File: src/rtl/core/bfsp_ram.sv
// Generic simple dual-port RAM with registered read.
module bfsp_ram #(
  parameter int WIDTH = 16,
  parameter int DEPTH = 64
) (
  input  logic                     clk,
  input  logic                     we,
  input  logic [$clog2(DEPTH)-1:0] waddr,
  input  logic [WIDTH-1:0]         wdata,
  input  logic [$clog2(DEPTH)-1:0] raddr,
  output logic [WIDTH-1:0]         rdata
);

  logic [WIDTH-1:0] mem [DEPTH];

  always_ff @(posedge clk) begin
    if (we) begin
      mem[waddr] <= wdata;
    end
    rdata <= mem[raddr];
  end

endmodule

File: config.mk
export PLATFORM = sky130hd
export DESIGN_NAME = bfsp_ram
export DESIGN_NICKNAME = d
export VERILOG_FILES = /design/src/rtl/core/bfsp_ram.sv
export SDC_FILE = /design/constraint.sdc
export NUM_CORES = 1
export LEC_CHECK = 0
export ABC_CLOCK_PERIOD_IN_PS = 4600
export CAP_MARGIN = 10
export CORE_MARGIN = 8
export CORE_UTILIZATION = 50
export CTS_CLUSTER_SIZE = 20
export DETAILED_ROUTE_END_ITERATION = 16
export DONT_BUFFER_PORTS = 1
export PLACE_DENSITY = 0.74
export SYNTH_ARGS = -nofsm -noshare
export SYNTH_HDL_FRONTEND = slang
export SYNTH_SLANG_ARGS = --single-unit
File: constraint.sdc
create_clock -name clk -period 4.6 [get_ports clk]
set_clock_uncertainty 0.2 [all_clocks]
set_input_delay 0 -clock clk [delete_from_list [all_inputs] [get_ports clk]]
set_output_delay 0 -clock clk [all_outputs]
set_load 0.02 [all_outputs]
# After elaboration in Yosys (flattened, before gate mapping)
# Memories as Yosys holds them, arrays and structs flattened. A register that Yosys moved wholly into a read port is not among the register bits.
# Index checks and enable logic that the tools add are counted.
# W data, S select, Z words.
# word_totals
mem_bits_rw,1024
n_memories,1
out_inout_bits,16
reg_bits,0
# memory_table
name,words,width,read_ports,rd_ports_with_merged_regs,wr,line_no,rtl
mem,64,16,1,1,1,14,logic [WIDTH-1:0] mem [DEPTH];
# classes
n_mux,2
# ops
cell,count
$mux W1,2

# Logic depth before layout (Yosys ltp)
# Gate-level depths: netlist of the first run.
# logic_depth
word_depth,2
ltp_mapped,10

# Worst setup path after synthesis of the first run
# OpenSTA, ideal clock, no wires.
# synth_path
kind,in2reg
start,input waddr[3]
end,memory mem[48][0] (enable)
path_buffers,1
required_time_ns,3.991
setup_ns,0.409
stages,4
arrival_time_ns,1.626
slack_ns,2.365
path_cell_list,clkbuf_1 -> nor2b_1 -> nand4b_1 -> nor3_1
# synth_lines
element,line_no,rtl
start: declaration,8,"input logic [$clog2(DEPTH)-1:0] waddr,"
end: declaration,14,
# Straight into the memory's write port.

==> results of run 1 <==
## synthesized netlist by cell type (4+ instances only)
library cell  count
buf_2            36
mux2_2           27
nand2_1          59
nor2_1           72
buf_4            13
dfxtp_1          16
nand4_1          12
mux4_2          220
a22o_1            6
nand3_1          24
a41oi_1           5
mux4_1            4
a221oi_1         16
and4_1            5
a22oi_1          39
a221o_1           6
o21ai_0           5
buf_12            5
a31oi_1           8
a311oi_1          8
a21oi_1          17
clkbuf_1         24
edfxtp_1       1024
mux2i_1          85
buf_6            17
a211oi_1          8
nor2b_1          30
a211o_1           8
## metal layers
layer | up-vias | share of wire (%) | global-route usage, % | routed length, µm
li1 | 7957 | - | - | -
met1 | 10300 | 38 | 29.0 | 36500
met2 | 1075 | 47 | 32.8 | 45200
met3 | 186 | 11 | 5.68 | 10300
met4 | 2 | 3.3 | 6.86 | 3160
met5 | - | 0.021 | 0 | 20
## power by group
| part | internal (mW) | switching, mW |
|---|---|---|
| registers | 10.5 | 0.0806 |
| clock network | 4.44 | 3.42 |
| logic | 0.382 | 0.504 |
| total | 15.3 | 4.01 |
## timing repair
item / in CTS / in global routing
setup endpoints to repair: 0 / 0
hold endpoints to repair: 2064 / 0
hold buffers: 75 / 0
setup buffers: 0 / 0
resized for setup: 0 / 0
## stage by stage
stage | setup slack, ps | utilization [%] | power, mW | area, µm²
6_report | 1040 | 57.4 | 19.3 | 45400
5_1_grt | 1010 | 57.4 | 19.8 | 45400
4_1_cts | 1080 | 57.3 | 19.4 | 45400
3_5_place_dp | 2270 | 52.0 | 11.3 | 41200
3_3_place_gp | 2300 | 52.0 | 11.3 | 41200
2_1_floorplan | 2370 | - | 11.3 | 40000
## cell type report
| class | count | area share, % |
|---|---|---|
| clock buffers | 123 | 5.77 |
| repair buffers | 143 | 3.56 |
| flip-flops and latches | 1040 | 68.5 |
| well taps | 1050 | 2.89 |
| clock inverters | 59 | 1.10 |
| diodes | 3 | 0.0165 |
| multi-input cells | 685 | 18.2 |
## cell families (layout without fill, tap and decap cells)
| logic type | after synthesis | count (layout) |
|---|---|---|
| flops | 1040 | 1040 |
| buf+inv | 104 | 325 |
| compound gates | 129 | 129 |
| simple gates | 220 | 220 |
| other cells | 0 | 3 |
| mux | 336 | 336 |
## flip-flops by register name, indices dropped and copies added (netlist names)
name / cells
mem: 1024
rdata: 16
## worst max-delay path, cell delays in order (launching register included)
cell and delay (ps):
edfxtp_1 370, mux4_2 480, mux2_2 290, dlygate4sd3_1 580, a221oi_1 280, dlygate4sd3_1 610
a311oi_1 50, dlygate4sd3_1 590
## how the worst max path moves through the flow
stage	startpoint	endpoint	slack, ps	cells past startpoint
after floorplan	waddr[3]	mem[48][0]	2370	4
after global placement	mem[31][11]	rdata[11]	2300	5
after detailed placement	mem[31][11]	rdata[11]	2270	5
after CTS	mem[63][3]	rdata[3]	1080	7
after global routing	mem[61][3]	rdata[3]	1010	7
final	mem[63][3]	rdata[3]	1040	7
==> key figures, run 1 <==
Critical path
  – R2R Setup Slk: 1040 ps
  – Worst reg2reg endpoint: rdata[3]
  – Crit. End Element: register
  – WS Path Type: register to register
  – R2r startpoint: mem[63][3]
  – Worst-path fanout max: 1
  – R2R cell count: 7
  – Required time worst endpoint: 4940 ps
  – WP data arrival: 3900 ps
  – Setup crit start kind: register

Timing
  – Final Hold Viols: 0
  – Max-slew violations: 0
  – Hold_ws: 50.6 ps
  – Slew @ Worst Pin: 927 ps
  – Slew HR: 38.0%
  – Max frequency: 281 MHz
  – Total negative slack: 0 ps
  – Final min period: 3560 ps
  – Count of final setup violators: 0
  – Part of the cycle the worst path needs: 77.4%
  – RSZ-0062 raised after global routing: no

Pwr
  – P per Cell Area: 426 nW/µm²
  – VDD IR max: 0.000323 V
  – Leakage power: 14.3 nW

Placed design
  – Detailed Place HPWL: 50200 µm
  – Inst Count DP: 2843
  – Input/output buffers: 0
  – RePlAce Congestion: 0.846

Logic synthesis
  – Mapped Cells: 1829
  – Post-Synth Simple-Gate Area: 2.65%
  – Post-synth EDFFs: 1024
  – Yosys warns: 0
  – Synth Net Count: 1859
  – Adder-cell share of the synthesized area: 0%
  – Fraction of the mapped netlist area in compound gates: 2.41%
  – Multiplexer share of the synthesized area: 15.5%
  – Largest family of logic cells by synthesized area: multiplexers
  – Synth top area share: 76.8%
  – Post-Synth XOR/XNOR Area: 0%
  – #FFs+latches synth: 1040
  – Syn avg cell area: 21.9 µm²
  – Asr flop ratio synth: 0%
  – Yosys top cell by area: edfxtp_1
  – Most used DFF post-synth: edfxtp_1
  – Synthesized cell area: 40000 µm²
  – Post-synthesis sequential area ratio: 77.6%
  – Post-synthesis cell type count: 43
  – Synth area leaders: edfxtp_1, mux4_2, mux2i_1

Floorplan
  – Core Box Area: 79100 µm²
  – Die width: 299 µm
  – Row Count: 103
  – I/O pins: 46
  – Initial Util: 50.6%
  – Die area: 89400 µm²
  – Die Height: 299 µm

Worst hold path
  – Hold Path Sink: rdata[10]
  – Hold path startpoint: raddr[2]
  – Hold WC Path Type: input pin to register
  – Hold Path Depth: 5

Cells and area
  – Area of the multi-input gates: 8260 µm²
  – Commonest non-fill, non-tap cells in the layout: edfxtp_1, mux4_2, clkbuf_16
  – Share of cells above drive strength 1: 23.9%
  – Most common cell after layout, fill and taps aside: edfxtp_1
  – Post-Layout Cell Count: 3103
  – Reg area: 31100 µm²
  – Fillers: 5586
  – Final #Nets: 1998
  – Post-synthesis to final-layout area growth: 13.3%

GRT
  – Gr usage total: 21.1%
  – First-pass GRT wire length: 139000 µm
  – Number of global-route vias before repair: 19.7k
  – GR Overflow Total: 0
  – Largest net degree at the start of global routing: 237
  – Initial antenna violation count: 3

Drt
  – Avg WL per Cell: 30.7 µm
  – Final wirelength: 95200 µm
  – DR iter-0 viols: 2527
  – Vias per cell: 6.27
  – 1st-pass router iterations: 5
  – Routed Antenna Nets: 0
  – DR DRC count: 0
  – Via Count: 19.5k

Clocking
  – Clock Tree Root: clkbuf_16
  – Clock buffer count from CTS: 98
  – Clock Sinks: 1040
  – CTS tree: done
  – CTS max path bufs: 3
  – Clock slew at reported path FFs: 70 ps
  – Worst-Skew Late Latency: 660 ps
  – Htree depth: 3

Run status
  – Status: finished, final reports clean

Flow run
  – Max Cap Viol: 0
(Power assumes the default switching activity.)
==> run 2: changes to the inputs <==
--- a/config.mk
+++ b/config.mk
@@ -5,7 +5,7 @@
 export SDC_FILE = /design/constraint.sdc
 export NUM_CORES = 1
 export LEC_CHECK = 0
-export ABC_CLOCK_PERIOD_IN_PS = 4600
+export ABC_CLOCK_PERIOD_IN_PS = 3400
 export CAP_MARGIN = 10
 export CORE_MARGIN = 8
 export CORE_UTILIZATION = 50
==> constraint.sdc (replaced) <==
create_clock -name clk -period 3.4 [get_ports clk]
set_clock_uncertainty 0.2 [all_clocks]
set_input_delay 0 -clock clk [delete_from_list [all_inputs] [get_ports clk]]
set_output_delay 0 -clock clk [all_outputs]
set_load 0.02 [all_outputs]
==> key figures, run 2 (synthesis results as in run 1) <==
Clocking
  – Clock Sinks: 1040 (unchanged)
  – Clock slew at reported path FFs: 60 ps (about the same)
  – Htree depth: 3 (unchanged)
  – Post-CTS setup buffers: 0 (unchanged)
  – CTS max path bufs: 3 (unchanged)
  – Clock Tree Root: clkbuf_16
  – Clock buffer count from CTS: 97 (-1.0%)
  – CTS tree: done
  – Worst-Skew Late Latency: 650 ps (about the same)

GRT
  – First-pass GRT wire length: 138000 µm (-0.37%)
  – Largest net degree at the start of global routing: 233 (-1.7%)
  – GR Overflow Total: 0 (unchanged)
  – Initial antenna violation count: 8 (+5)
  – Gr usage total: 21.1% (+0.027 points)
  – Number of global-route vias before repair: 19.9k (+1.0%)

Drt
  – Avg WL per Cell: 30.7 µm (+0.15%)
  – 1st-pass router iterations: 8 (+3)
  – Final wirelength: 95800 µm (+0.57%)
  – Routed Antenna Nets: 0 (unchanged)
  – Vias per cell: 6.27 (about the same)
  – DR DRC count: 0 (unchanged)
  – Via Count: 19.5k (+0.33%)
  – DR iter-0 viols: 2567 (+1.6%)

Floorplan
  – Die Height: 299 µm (unchanged)
  – I/O pins: 46 (unchanged)
  – Core Box Area: 79100 µm² (unchanged)
  – Die width: 299 µm (unchanged)
  – Initial Util: 50.6% (unchanged)
  – Row Count: 103 (unchanged)
  – Die area: 89400 µm² (unchanged)

Flow run
  – Max Cap Viol: 0 (unchanged)

Timing
  – Part of the cycle the worst path needs: 97.4% (+20 points)
  – Slew HR: 42.0% (+4.0 points)
  – Final min period: 3310 ps (-248 ps)
  – Final Hold Viols: 0 (unchanged)
  – Total negative slack: 0 ps (unchanged)
  – Max frequency: 302 MHz (+7.5%)
  – RSZ-0062 raised after global routing: no
  – Post-route setup slack: 89.5 ps (-952 ps)
  – Slew @ Worst Pin: 868 ps (-59.0 ps)
  – Max-slew violations: 0 (unchanged)
  – Count of final setup violators: 0 (unchanged)

Worst hold path
  – Hold path startpoint: raddr[1]
  – Hold WC Path Type: input pin to register

Critical path
  – CP cell instances: mux4_2, mux2i_1, a22oi_1, a31oi_2, dlygate4sd3_1, a311oi_1, dlygate4sd3_1
  – Critical Path Start: mem[7][13]
  – Worst reg2reg endpoint: rdata[13]
  – Required time worst endpoint: 3730 ps (-1210 ps)
  – Slowest stage delay, CP: 690 ps (+80 ps)
  – WS Path Type: register to register
  – Most common cell on crit path: dlygate4sd3_1
  – WP data arrival: 3640 ps (-260 ps)
  – Crit. End Element: register
  – R2R cell count: 7 (unchanged)
  – Worst Setup EP: rdata[13]
  – CP max stage cell: dlygate4sd3_1
  – Worst-path fanout max: 1 (unchanged)
  – R2r startpoint: mem[7][13]
  – Setup crit start kind: register
  – R2R Setup Slk: 90 ps (-950 ps)

Cells and area
  – Max FFs per register: 1024 (unchanged)
  – Post-Layout Cell Count: 3116 (+0.42%)
  – Biggest register: mem
  – Commonest non-fill, non-tap cells in the layout: edfxtp_1, mux4_2, clkbuf_16
  – Post-synthesis to final-layout area growth: 13.7%
  – Final #Nets: 2005 (+0.35%)
  – Share of cells above drive strength 1: 24.6% (+0.71 points)
  – Most common cell after layout, fill and taps aside: edfxtp_1
  – Post-layout util: 57.5% (+0.18 points)
  – Top flop regs: mem: 1024 flops, rdata: 16 flops

Placed design
  – Input/output buffers: 0 (unchanged)
  – Pre-CTS setup slack: 1030 ps (-1250 ps)
  – Inst Count DP: 2859 (+0.56%)
  – RePlAce Congestion: 0.854 (+0.98%)
  – Detailed Place HPWL: 50400 µm (+0.39%)

Pwr
  – Leakage power: 14.4 nW (+0.52%)
  – VDD IR max: 0.000398 V (+23%)
  – P per Cell Area: 578 nW/µm² (+36%)
  – Final Total Pwr: 26.3 mW (+36%)

Run status
  – Status: finished, final reports clean
run 2: worst min-delay path by stage:
stage               cells past startpoint           to  slack [ps]
global route                            3    rdata[10]          50
detailed placement                      0   mem[30][8]         -90
global placement                        0  mem[48][15]         -90
floorplan                               0    mem[0][0]        -100
finish                                  5    rdata[14]          50
CTS                                     5     rdata[2]           2
run 2: metal layers:
layer | wire length (µm) | share of wire [%] | GRT usage (%) | up-vias
met5 | 20 | 0.021 | 0 | -
met4 | 4240 | 4.4 | 8.80 | 4
met3 | 11200 | 12 | 7.01 | 227
met2 | 45100 | 47 | 32.7 | 1137
met1 | 35200 | 37 | 27.5 | 10200
li1 | - | - | - | 7998
run 2: area by class of cell:
cell class	instances	area, µm²
Fill cell	5559	33600
Sequential cell	1040	31100
Multi-Input combinational cell	685	8260
Clock buffer	130	2720
Timing Repair Buffer	151	1670
Tap cell	1050	1310
Clock inverter	50	473
Antenna cell	10	25.0
run 2: stage by stage:
stage	area [µm²]	hold slack (ps)
final	45500	46.4
after global routing	45500	48.6
after CTS	45500	2.42
after detailed placement	41300	-91.9
after global placement	41300	-91.6
after floorplan	40000	-101
run 2: worst max-delay path, delay by kind of cell, from the launching register on:
kind / cells / cell delay (ps)
buffers and inverters: 2 / 1280
AO/OA/AOI/OAI: 3 / 650
multiplexers: 2 / 710
flip-flops: 1 / 360
run 2: where the power goes:
group	switching (mW)	leakage [nW]	internal [mW]	total (mW)
Combinational	0.705	3.50	0.511	1.22
Clock	4.55	1.56	6.29	10.8
Sequential	0.0965	9.35	14.2	14.3
run 2: repair_timing:
action,in CTS,in global routing
setup endpoints to repair,0,2
hold endpoints to repair,2054,0
hold buffers,67,0
gates resized for setup,0,3
